==> config.mk <==
export PLATFORM = sky130hd
export DESIGN_NAME = word_language_classifier_core
export DESIGN_NICKNAME = d
export VERILOG_FILES = /design/src/design/wlc_pkg.sv /design/src/design/word_language_classifier_core.sv /design/src/design/wlc_front.sv /design/src/design/wlc_queue.sv /design/src/design/wlc_back.sv
export SDC_FILE = /design/constraint.sdc
export NUM_CORES = 1
export LEC_CHECK = 0
export CAP_MARGIN = 25
export CORE_MARGIN = 5
export CORE_UTILIZATION = 34
export DETAILED_ROUTE_END_ITERATION = 8
export DONT_BUFFER_PORTS = 1
export PLACE_DENSITY_LB_ADDON = 0.05
export SLEW_MARGIN = 5
export SYNTH_ARGS = -nofsm -noshare
export SYNTH_HDL_FRONTEND = slang
export SYNTH_SLANG_ARGS = --single-unit
==> constraint.sdc <==
create_clock -name clk -period 5.32 [get_ports clk]
set_clock_uncertainty 0.15 [all_clocks]
set_input_delay 1.33 -clock clk [delete_from_list [all_inputs] [get_ports clk]]
set_output_delay 1.33 -clock clk [all_outputs]
set_load 0.01 [all_outputs]
==> src/design/wlc_pkg.sv <==
// wlc_pkg: shared types and constants of the word language classifier
// holds the language bit codes, the letter range table and the queue item type
// no dependencies
package wlc_pkg;

  localparam int NLANG = 12;
  localparam int CP_W  = 21;
  localparam int LANG_W = 4;

  localparam int QDEPTH = 4;
  localparam int QAW    = $clog2(QDEPTH);

  localparam logic [NLANG-1:0] L_CHI = 12'h001;
  localparam logic [NLANG-1:0] L_ENG = 12'h002;
  localparam logic [NLANG-1:0] L_SPA = 12'h004;
  localparam logic [NLANG-1:0] L_RUS = 12'h008;
  localparam logic [NLANG-1:0] L_POR = 12'h010;
  localparam logic [NLANG-1:0] L_JPN = 12'h020;
  localparam logic [NLANG-1:0] L_GER = 12'h040;
  localparam logic [NLANG-1:0] L_KOR = 12'h080;
  localparam logic [NLANG-1:0] L_TUR = 12'h100;
  localparam logic [NLANG-1:0] L_ITA = 12'h200;
  localparam logic [NLANG-1:0] L_RUM = 12'h400;
  localparam logic [NLANG-1:0] L_SLO = 12'h800;
  localparam logic [NLANG-1:0] L_CJK = L_CHI | L_JPN | L_KOR;
  localparam logic [NLANG-1:0] L_LAT = L_ENG | L_GER | L_POR | L_SPA | L_RUM | L_SLO;
  localparam logic [NLANG-1:0] ALL_LANGS = '1;

  localparam logic [LANG_W-1:0] LANG_NONE = 4'd0;

  // one classified character as it sits in the queue
  typedef struct packed {
    logic [NLANG-1:0]  letter_set;
    logic              is_interword;
    logic [LANG_W-1:0] hint;
    logic              word_end;
  } wlc_item_t;

  typedef struct packed {
    logic      valid;
    wlc_item_t item;
  } wlc_push_t;

  function automatic logic in_rng(input logic [CP_W-1:0] cp,
                                  input logic [CP_W-1:0] lo,
                                  input logic [CP_W-1:0] hi);
    return (cp >= lo) && (cp <= hi);
  endfunction

  // union of the language sets of every range that holds the code point
  function automatic logic [NLANG-1:0] letter_set(input logic [CP_W-1:0] cp);
    logic [NLANG-1:0] acc;
    acc = '0;
    // cjk ideographs and symbols
    if (in_rng(cp, 21'h031C0, 21'h031FF)) acc |= L_CJK;
    if (in_rng(cp, 21'h03220, 21'h0325F)) acc |= L_CJK;
    if (in_rng(cp, 21'h03280, 21'h032BF)) acc |= L_CJK;
    if (in_rng(cp, 21'h0337B, 21'h0337F)) acc |= L_CJK;
    if (in_rng(cp, 21'h03400, 21'h04DB5)) acc |= L_CJK;
    if (in_rng(cp, 21'h04E00, 21'h09FBB)) acc |= L_CJK;
    if (in_rng(cp, 21'h0F900, 21'h0FA6B)) acc |= L_CJK;
    // chinese
    if (in_rng(cp, 21'h03100, 21'h031FF)) acc |= L_CHI;
    if (in_rng(cp, 21'h031A0, 21'h031BF)) acc |= L_CHI;
    if (in_rng(cp, 21'h0A700, 21'h0A71F)) acc |= L_CHI;
    // japanese
    if (in_rng(cp, 21'h03040, 21'h0309F)) acc |= L_JPN;
    if (in_rng(cp, 21'h030A0, 21'h030FF)) acc |= L_JPN;
    if (in_rng(cp, 21'h031D0, 21'h032FE)) acc |= L_JPN;
    if (in_rng(cp, 21'h03300, 21'h03357)) acc |= L_JPN;
    if (in_rng(cp, 21'h0FF66, 21'h0FF9F)) acc |= L_JPN;
    if (in_rng(cp, 21'h03180, 21'h0319F)) acc |= L_JPN;
    // korean
    if (in_rng(cp, 21'h01100, 21'h011FF)) acc |= L_KOR;
    if (in_rng(cp, 21'h03130, 21'h0317F)) acc |= L_KOR;
    if (in_rng(cp, 21'h03200, 21'h0321F)) acc |= L_KOR;
    if (in_rng(cp, 21'h03260, 21'h0327F)) acc |= L_KOR;
    if (in_rng(cp, 21'h0AC00, 21'h0D7A3)) acc |= L_KOR;
    if (in_rng(cp, 21'h0FFA0, 21'h0FFDF)) acc |= L_KOR;
    // basic latin
    if (in_rng(cp, 21'h00041, 21'h0005A)) acc |= L_LAT;
    if (in_rng(cp, 21'h00061, 21'h0007A)) acc |= L_LAT;
    // russian
    if (in_rng(cp, 21'h00410, 21'h0042F)) acc |= L_RUS;
    if (in_rng(cp, 21'h00430, 21'h0044F)) acc |= L_RUS;
    if (in_rng(cp, 21'h00401, 21'h00401)) acc |= L_RUS;
    if (in_rng(cp, 21'h00451, 21'h00451)) acc |= L_RUS;
    // german
    if (in_rng(cp, 21'h000C4, 21'h000C4)) acc |= L_GER;
    if (in_rng(cp, 21'h000D6, 21'h000D6)) acc |= L_GER;
    if (in_rng(cp, 21'h000DC, 21'h000DC)) acc |= L_GER;
    if (in_rng(cp, 21'h000E4, 21'h000E4)) acc |= L_GER;
    if (in_rng(cp, 21'h000F6, 21'h000F6)) acc |= L_GER;
    if (in_rng(cp, 21'h000FC, 21'h000FC)) acc |= L_GER;
    if (in_rng(cp, 21'h000DF, 21'h000DF)) acc |= L_GER;
    // portuguese
    if (in_rng(cp, 21'h000C0, 21'h000C3)) acc |= L_POR;
    if (in_rng(cp, 21'h000E0, 21'h000E3)) acc |= L_POR;
    if (in_rng(cp, 21'h000C7, 21'h000C7)) acc |= L_POR;
    if (in_rng(cp, 21'h000E7, 21'h000E7)) acc |= L_POR;
    if (in_rng(cp, 21'h000C9, 21'h000CA)) acc |= L_POR;
    if (in_rng(cp, 21'h000E9, 21'h000EA)) acc |= L_POR;
    if (in_rng(cp, 21'h000CD, 21'h000CD)) acc |= L_POR;
    if (in_rng(cp, 21'h000ED, 21'h000ED)) acc |= L_POR;
    if (in_rng(cp, 21'h000D3, 21'h000D5)) acc |= L_POR;
    if (in_rng(cp, 21'h000F3, 21'h000F5)) acc |= L_POR;
    if (in_rng(cp, 21'h000DA, 21'h000DA)) acc |= L_POR;
    if (in_rng(cp, 21'h000FA, 21'h000FA)) acc |= L_POR;
    // italian
    if (in_rng(cp, 21'h00041, 21'h00049)) acc |= L_ITA;
    if (in_rng(cp, 21'h0004C, 21'h00056)) acc |= L_ITA;
    if (in_rng(cp, 21'h0005A, 21'h0005A)) acc |= L_ITA;
    if (in_rng(cp, 21'h00061, 21'h00069)) acc |= L_ITA;
    if (in_rng(cp, 21'h0006C, 21'h00076)) acc |= L_ITA;
    if (in_rng(cp, 21'h0007A, 21'h0007A)) acc |= L_ITA;
    if (in_rng(cp, 21'h000C8, 21'h000C8)) acc |= L_ITA;
    if (in_rng(cp, 21'h000E8, 21'h000E8)) acc |= L_ITA;
    if (in_rng(cp, 21'h000D3, 21'h000D3)) acc |= L_ITA;
    if (in_rng(cp, 21'h000F3, 21'h000F3)) acc |= L_ITA;
    if (in_rng(cp, 21'h000CE, 21'h000CE)) acc |= L_ITA;
    if (in_rng(cp, 21'h000EE, 21'h000EE)) acc |= L_ITA;
    if (in_rng(cp, 21'h000CC, 21'h000CC)) acc |= L_ITA;
    if (in_rng(cp, 21'h000EC, 21'h000EC)) acc |= L_ITA;
    // spanish
    if (in_rng(cp, 21'h000C1, 21'h000C1)) acc |= L_SPA;
    if (in_rng(cp, 21'h000E1, 21'h000E1)) acc |= L_SPA;
    if (in_rng(cp, 21'h000C9, 21'h000C9)) acc |= L_SPA;
    if (in_rng(cp, 21'h000E9, 21'h000E9)) acc |= L_SPA;
    if (in_rng(cp, 21'h000CD, 21'h000CD)) acc |= L_SPA;
    if (in_rng(cp, 21'h000ED, 21'h000ED)) acc |= L_SPA;
    if (in_rng(cp, 21'h000D3, 21'h000D3)) acc |= L_SPA;
    if (in_rng(cp, 21'h000F3, 21'h000F3)) acc |= L_SPA;
    if (in_rng(cp, 21'h000DA, 21'h000DA)) acc |= L_SPA;
    if (in_rng(cp, 21'h000FA, 21'h000FA)) acc |= L_SPA;
    if (in_rng(cp, 21'h000DC, 21'h000DC)) acc |= L_SPA;
    if (in_rng(cp, 21'h000FC, 21'h000FC)) acc |= L_SPA;
    if (in_rng(cp, 21'h000D1, 21'h000D1)) acc |= L_SPA;
    if (in_rng(cp, 21'h000F1, 21'h000F1)) acc |= L_SPA;
    // romanian
    if (in_rng(cp, 21'h00102, 21'h00103)) acc |= L_RUM;
    if (in_rng(cp, 21'h000C2, 21'h000C2)) acc |= L_RUM;
    if (in_rng(cp, 21'h000E2, 21'h000E2)) acc |= L_RUM;
    if (in_rng(cp, 21'h000CE, 21'h000CE)) acc |= L_RUM;
    if (in_rng(cp, 21'h000EE, 21'h000EE)) acc |= L_RUM;
    if (in_rng(cp, 21'h00218, 21'h0021B)) acc |= L_RUM;
    if (in_rng(cp, 21'h0015E, 21'h0015F)) acc |= L_RUM;
    if (in_rng(cp, 21'h00162, 21'h00163)) acc |= L_RUM;
    // slovak
    if (in_rng(cp, 21'h000C1, 21'h000C1)) acc |= L_SLO;
    if (in_rng(cp, 21'h000E1, 21'h000E1)) acc |= L_SLO;
    if (in_rng(cp, 21'h000C4, 21'h000C4)) acc |= L_SLO;
    if (in_rng(cp, 21'h000E4, 21'h000E4)) acc |= L_SLO;
    if (in_rng(cp, 21'h0010C, 21'h0010F)) acc |= L_SLO;
    if (in_rng(cp, 21'h000C9, 21'h000C9)) acc |= L_SLO;
    if (in_rng(cp, 21'h000E9, 21'h000E9)) acc |= L_SLO;
    if (in_rng(cp, 21'h00139, 21'h0013A)) acc |= L_SLO;
    if (in_rng(cp, 21'h0013D, 21'h0013E)) acc |= L_SLO;
    if (in_rng(cp, 21'h00147, 21'h00148)) acc |= L_SLO;
    if (in_rng(cp, 21'h000D3, 21'h000D4)) acc |= L_SLO;
    if (in_rng(cp, 21'h000F3, 21'h000F4)) acc |= L_SLO;
    if (in_rng(cp, 21'h00154, 21'h00155)) acc |= L_SLO;
    if (in_rng(cp, 21'h00160, 21'h00161)) acc |= L_SLO;
    if (in_rng(cp, 21'h00164, 21'h00165)) acc |= L_SLO;
    if (in_rng(cp, 21'h000DA, 21'h000DA)) acc |= L_SLO;
    if (in_rng(cp, 21'h000FA, 21'h000FA)) acc |= L_SLO;
    if (in_rng(cp, 21'h000DD, 21'h000DD)) acc |= L_SLO;
    if (in_rng(cp, 21'h000FD, 21'h000FD)) acc |= L_SLO;
    if (in_rng(cp, 21'h0017D, 21'h0017E)) acc |= L_SLO;
    if (in_rng(cp, 21'h001F1, 21'h001F3)) acc |= L_SLO;
    if (in_rng(cp, 21'h001C4, 21'h001C4)) acc |= L_SLO;
    // turkish
    if (in_rng(cp, 21'h00041, 21'h00050)) acc |= L_TUR;
    if (in_rng(cp, 21'h00052, 21'h00056)) acc |= L_TUR;
    if (in_rng(cp, 21'h00059, 21'h0005A)) acc |= L_TUR;
    if (in_rng(cp, 21'h00061, 21'h00070)) acc |= L_TUR;
    if (in_rng(cp, 21'h00072, 21'h00076)) acc |= L_TUR;
    if (in_rng(cp, 21'h00079, 21'h0007A)) acc |= L_TUR;
    if (in_rng(cp, 21'h000C7, 21'h000C7)) acc |= L_TUR;
    if (in_rng(cp, 21'h000D6, 21'h000D6)) acc |= L_TUR;
    if (in_rng(cp, 21'h000DC, 21'h000DC)) acc |= L_TUR;
    if (in_rng(cp, 21'h000E7, 21'h000E7)) acc |= L_TUR;
    if (in_rng(cp, 21'h000F6, 21'h000F6)) acc |= L_TUR;
    if (in_rng(cp, 21'h000FC, 21'h000FC)) acc |= L_TUR;
    if (in_rng(cp, 21'h0011E, 21'h0011F)) acc |= L_TUR;
    if (in_rng(cp, 21'h00130, 21'h00131)) acc |= L_TUR;
    if (in_rng(cp, 21'h0015E, 21'h0015F)) acc |= L_TUR;
    return acc;
  endfunction

endpackage

==> src/design/word_language_classifier_core.sv <==
// word_language_classifier_core: one character accepted per cycle while the queue is not full
// a word's result is registered: its last character passes through the queue and then the
// result register; queued characters ahead of it and a stalled output hold it back
// throughput: one character per cycle unless stalled; the front classifies, a four-entry queue
// decouples it from the back, which folds one queued character per cycle unless a word end waits on out_stall
// reset: synchronous active-low rst_n empties the queue and the result register
// and returns the word state to all languages, no failure, no letter seen
module word_language_classifier_core
  import wlc_pkg::*;
(
  input  logic              clk,
  input  logic              rst_n,
  input  logic              in_valid,
  output logic              in_stall,
  input  logic [CP_W-1:0]   in_code_point,
  input  logic              in_is_interword,
  input  logic [LANG_W-1:0] in_hint_language,
  input  logic              in_word_end,
  output logic              out_valid,
  input  logic              out_stall,
  output logic [LANG_W-1:0] out_detected_language,
  output logic [NLANG-1:0]  out_candidate_mask
);

  wlc_push_t push;
  logic      q_full;
  logic      q_valid;
  wlc_item_t q_head;
  logic      q_pop;

  wlc_front u_front (
    .in_valid         (in_valid),
    .in_stall         (in_stall),
    .in_code_point    (in_code_point),
    .in_is_interword  (in_is_interword),
    .in_hint_language (in_hint_language),
    .in_word_end      (in_word_end),
    .q_full           (q_full),
    .push             (push)
  );

  wlc_queue u_queue (
    .clk     (clk),
    .rst_n   (rst_n),
    .push    (push),
    .q_full  (q_full),
    .q_valid (q_valid),
    .q_head  (q_head),
    .q_pop   (q_pop)
  );

  wlc_back u_back (
    .clk                   (clk),
    .rst_n                 (rst_n),
    .q_valid               (q_valid),
    .q_head                (q_head),
    .q_pop                 (q_pop),
    .out_valid             (out_valid),
    .out_stall             (out_stall),
    .out_detected_language (out_detected_language),
    .out_candidate_mask    (out_candidate_mask)
  );

endmodule

==> src/design/wlc_front.sv <==
// wlc_front: accepts characters and classifies them into language sets
// depends on wlc_pkg; feeds wlc_queue
module wlc_front
  import wlc_pkg::*;
(
  input  logic              in_valid,
  output logic              in_stall,
  input  logic [CP_W-1:0]   in_code_point,
  input  logic              in_is_interword,
  input  logic [LANG_W-1:0] in_hint_language,
  input  logic              in_word_end,
  input  logic              q_full,
  output wlc_push_t         push
);

  // stall comes from the registered queue count so it never follows in_valid
  assign in_stall = q_full;

  always_comb begin
    push.valid             = in_valid & ~in_stall;
    push.item.letter_set   = letter_set(in_code_point);
    push.item.is_interword = in_is_interword;
    push.item.hint         = in_hint_language;
    push.item.word_end     = in_word_end;
  end

endmodule

==> src/design/wlc_queue.sv <==
// wlc_queue: short queue of classified characters between front and back
// depends on wlc_pkg
module wlc_queue
  import wlc_pkg::*;
(
  input  logic      clk,
  input  logic      rst_n,
  input  wlc_push_t push,
  output logic      q_full,
  output logic      q_valid,
  output wlc_item_t q_head,
  input  logic      q_pop
);

  wlc_item_t        mem_r [QDEPTH];
  logic [QAW-1:0]   wr_ptr_r, wr_ptr_nxt;
  logic [QAW-1:0]   rd_ptr_r, rd_ptr_nxt;
  logic [QAW:0]     cnt_r, cnt_nxt;
  logic             do_pop;

  assign q_full  = (cnt_r == (QAW+1)'(QDEPTH));
  assign q_valid = (cnt_r != '0);
  assign q_head  = mem_r[rd_ptr_r];
  assign do_pop  = q_pop & q_valid;

  always_comb begin
    wr_ptr_nxt = push.valid ? wr_ptr_r + 1'b1 : wr_ptr_r;
    rd_ptr_nxt = do_pop ? rd_ptr_r + 1'b1 : rd_ptr_r;
    unique case ({push.valid, do_pop})
      2'b10:   cnt_nxt = cnt_r + 1'b1;
      2'b01:   cnt_nxt = cnt_r - 1'b1;
      default: cnt_nxt = cnt_r;
    endcase
  end

  always_ff @(posedge clk) begin
    if (push.valid) begin
      mem_r[wr_ptr_r] <= push.item;
    end
  end

  always_ff @(posedge clk) begin
    if (!rst_n) begin
      wr_ptr_r <= '0;
      rd_ptr_r <= '0;
      cnt_r    <= '0;
    end else begin
      wr_ptr_r <= wr_ptr_nxt;
      rd_ptr_r <= rd_ptr_nxt;
      cnt_r    <= cnt_nxt;
    end
  end

endmodule

==> src/design/wlc_back.sv <==
// wlc_back: intersects letter sets over a word and picks the language
// depends on wlc_pkg; drains wlc_queue and holds the result register
module wlc_back
  import wlc_pkg::*;
(
  input  logic              clk,
  input  logic              rst_n,
  input  logic              q_valid,
  input  wlc_item_t         q_head,
  output logic              q_pop,
  output logic              out_valid,
  input  logic              out_stall,
  output logic [LANG_W-1:0] out_detected_language,
  output logic [NLANG-1:0]  out_candidate_mask
);

  logic [NLANG-1:0]  surv_r, surv_nxt;
  logic              failed_r, failed_nxt;
  logic              seen_r, seen_nxt;
  logic              out_valid_r, out_valid_nxt;
  logic [LANG_W-1:0] lang_r, lang_nxt;
  logic [NLANG-1:0]  mask_r, mask_nxt;

  logic              is_letter;
  logic [NLANG-1:0]  surv_upd;
  logic              failed_upd;
  logic              seen_upd;
  logic [NLANG-1:0]  fin_set;

  function automatic logic [LANG_W-1:0] pick_language(input logic [NLANG-1:0]  set,
                                                      input logic [LANG_W-1:0] hint);
    logic [LANG_W-1:0] lowest;
    logic [NLANG-1:0]  hint_oh;
    logic              several;
    logic              hint_ok;
    lowest = LANG_NONE;
    for (int i = NLANG - 1; i >= 0; i--) begin
      if (set[i]) lowest = LANG_W'(i + 1);
    end
    hint_oh = NLANG'(1) << (hint - 4'd1);
    several = (set & (set - 1'b1)) != '0;
    hint_ok = (hint >= 4'd1) && (hint <= LANG_W'(NLANG)) && ((set & hint_oh) != '0);
    if (set == '0) return LANG_NONE;
    if (several && hint_ok) return hint;
    return lowest;
  endfunction

  // a finished word may leave only when the result register is free or draining
  assign q_pop = q_valid & (~q_head.word_end | ~out_valid_r | ~out_stall);

  always_comb begin
    is_letter  = |q_head.letter_set;
    surv_upd   = is_letter ? (surv_r & q_head.letter_set) : surv_r;
    seen_upd   = seen_r | is_letter;
    failed_upd = failed_r | (~is_letter & ~q_head.is_interword);
    fin_set    = (failed_upd | ~seen_upd) ? '0 : surv_upd;

    surv_nxt      = surv_r;
    failed_nxt    = failed_r;
    seen_nxt      = seen_r;
    lang_nxt      = lang_r;
    mask_nxt      = mask_r;
    out_valid_nxt = out_valid_r & out_stall;

    if (q_pop) begin
      if (q_head.word_end) begin
        surv_nxt      = ALL_LANGS;
        failed_nxt    = 1'b0;
        seen_nxt      = 1'b0;
        lang_nxt      = pick_language(fin_set, q_head.hint);
        mask_nxt      = fin_set;
        out_valid_nxt = 1'b1;
      end else begin
        surv_nxt   = surv_upd;
        failed_nxt = failed_upd;
        seen_nxt   = seen_upd;
      end
    end
  end

  always_ff @(posedge clk) begin
    lang_r <= lang_nxt;
    mask_r <= mask_nxt;
  end

  always_ff @(posedge clk) begin
    if (!rst_n) begin
      surv_r      <= ALL_LANGS;
      failed_r    <= 1'b0;
      seen_r      <= 1'b0;
      out_valid_r <= 1'b0;
    end else begin
      surv_r      <= surv_nxt;
      failed_r    <= failed_nxt;
      seen_r      <= seen_nxt;
      out_valid_r <= out_valid_nxt;
    end
  end

  assign out_valid             = out_valid_r;
  assign out_detected_language = lang_r;
  assign out_candidate_mask    = mask_r;

endmodule

==> summary.txt <==
Post-Route WL: 21200 um
Synth area leader: edfxtp_1
ANT cells: 0
Final non-filler cell total: 970
CP arrival: 4.14 ns
Post-route ant nets: 0
CTS tree: built
# placed instances: 951
Area after DPL: 7350 um^2
Final Power: 3.62 mW
Met1 wire length: 8730 um
Mean post-synth cell area: 9.97 um^2
Routed vias: 5908
Tcrit/Tclk final: 78.6%
FF/Latch Area: 3120 um^2
Post-Place Worst Slack: 0.873 ns
All-Layer GR Usage: 17.6%
CTS Buffer Depth: 2
Slew margin rel.: 44.4%
Crit path setup slack, layout: 1.14 ns
Cell Area, Synth: 7120 um^2
Detailed-route DRC error count: 0
WL/cell: 21.9 um
DR WL met3: 1250 um
Final setup vio count: 0
Leak: 2.49 nW
Syn_nets: 751
Port bufs: 0
First-pass GRT wire length: 33600 um
Cell variety after synth: 85
Most frequent cells in the layout: edfxtp_1, nand2_1, nor2_1, o21ai_0, a21oi_1
Clock root cell: clkbuf_16
Nets: 727
Synth Flop Type: edfxtp_1
Setup crit end kind: flop
Skew-Pair Late Insertion Delay: 0.35 ns
Max-capacitance violation count: 0
Core area: 20800 um^2
Post-synthesis async set-or-reset flop share: 0%
Post-cts gate resize count: 0
Die area: 23900 um^2
Most common cell after layout, fill and taps aside: edfxtp_1
Fillers: 2099
Max Used Layer: met4
FP Rows: 53
Top area cells in the synthesized netlist: edfxtp_1, dfxtp_1, mux4_2
Effective utilization at floorplan: 34.2%
Clock-pin slew on the worst setup and hold paths: 0.08 ns
#FFs+latches synth: 112
1st-iter DRT viols: 498
Req. time, crit path: 5.28 ns
Share of cells above drive strength 1: 11.9%
Startpoint class of the critical path: flop
Post-synth EDFFs: 88
F_max: 239 MHz
Area Growth Syn to Fin: 8.49%
Chip width: 155 um
DP Wirelength: 15400 um
Share of the synthesized area in the top cell type: 37.1%
Die height: 155 um
CTS Hold Bufs: 0
Area occupied by multi-input gates: 3720 um^2
Gp weighted congestion: 0.917
Register area share after synthesis: 43.9%
H-tree depth: 3
Vias in the first global route: 5853
DRT Pass-1 Iters: 5
Warnings from Yosys: 0
Metal2 WL: 10700 um
I/O pin cnt: 49
TritonCTS Buffers: 9
Postcts setup bufs: 0
Worst Path Class, Setup: flop to flop
Worst vdd ir: 0.193 mV
Grt ovf: 0
Final Hold Vio Count: 0
Largest net degree at the start of global routing: 38
Worst slew pin tran: 0.833 ns
CP max FO: 10
Fin crit period: 4.18 ns
Final setup TNS: 0 ns
Initial antenna violation count: 0
Via density: 6.09
Unrepaired setup endpoints after global routing: no
CTS sink cnt: 112
Fin. max-slew vios: 0
Mapped Cells: 714
Pwr/cell area: 469 nW/um^2
Status: completed
Hold WC Path Type: flop to flop
Design Area, Final: 7720 um^2
[cell usage after synthesis (9+ instances only)]
master / number
nand2b_1: 11
inv_1: 15
nand3_1: 14
and2_1: 21
nor4_1: 15
edfxtp_1: 88
clkbuf_1: 36
nor3_1: 22
a21oi_1: 35
nor2_1: 53
dfxtp_1: 24
nor2b_1: 13
o21ai_0: 44
mux4_2: 18
nand2_1: 80
or2_2: 10
a31oi_1: 13
nand4_1: 9
[flip-flops by register name, indices dropped and copies added, names as in the netlist, named ones only]
name	count
u_back.out_valid	1
u_queue.cnt_r	3
u_back.out_detected_language	4
u_back.out_candidate_mask	12
u_back.seen_r	1
u_queue.wr_ptr_r	2
u_back.surv_r	12
u_queue.mem_r	72
u_back.failed_r	1
u_queue.rd_ptr_r	2
[cell families after synthesis]
logic type | after synthesis | synth area share (%)
AO/OA/AOI/OAI | 205 | 20.8
buffers and inverters | 64 | 3.90
flip-flops | 112 | 43.9
AND/OR/NAND/NOR | 291 | 22.0
XOR/XNOR | 8 | 0.984
multiplexers | 28 | 7.33
adder cells (fa/ha/maj) | 6 | 1.16
[layout make-up]
cell class | count | area share (%)
Inverter | 15 | 0.729
Multi-Input combinational cell | 538 | 48.1
Clock buffer | 9 | 2.92
Timing Repair Buffer | 14 | 2.37
Sequential cell | 112 | 40.4
Tap cell | 275 | 4.46
Clock inverter | 7 | 0.956
[worst paths after layout]
check,from,endpoint,slack [ns],depth (start not counted)
max,flop,u_back.out_detected_language[2],1.14,9
max reg2reg,flop,u_back.out_detected_language[2],1.14,9
min reg2reg,u_back.surv_r[11],u_back.surv_r[11],0.32,2
min,u_back.surv_r[11],u_back.surv_r[11],0.32,2
[where the power goes]
part           internal (mW)  switching [mW]
sequential              1.18           0.155
clock                  0.333           0.335
combinational          0.685           0.934
[stage by stage]
step	utilization (%)	hold WS, ns
floorplan	-	0.285
global placement	35.2	0.302
detailed placement	35.3	0.310
CTS	36.8	0.323
global route	37.1	0.345
finish	37.1	0.320
[worst max-delay path, stage by stage, from the launching register on]
cell	delay, ns
dfxtp_1	0.71
buf_4	0.25
mux4_2	0.37
nor4_4	0.69
and3_1	0.52
o211a_1	0.33
a21oi_2	0.10
nor4b_4	0.33
o22ai_4	0.15
mux2_4	0.32
[layer usage]
metal / track usage (%) / vias to the layer above
li1: - / 2721
met1: 21.6 / 2900
met2: 31.2 / 250
met5: 0 / -
met4: 6.06 / 0
met3: 3.13 / 37
(Power assumes the default switching activity.)
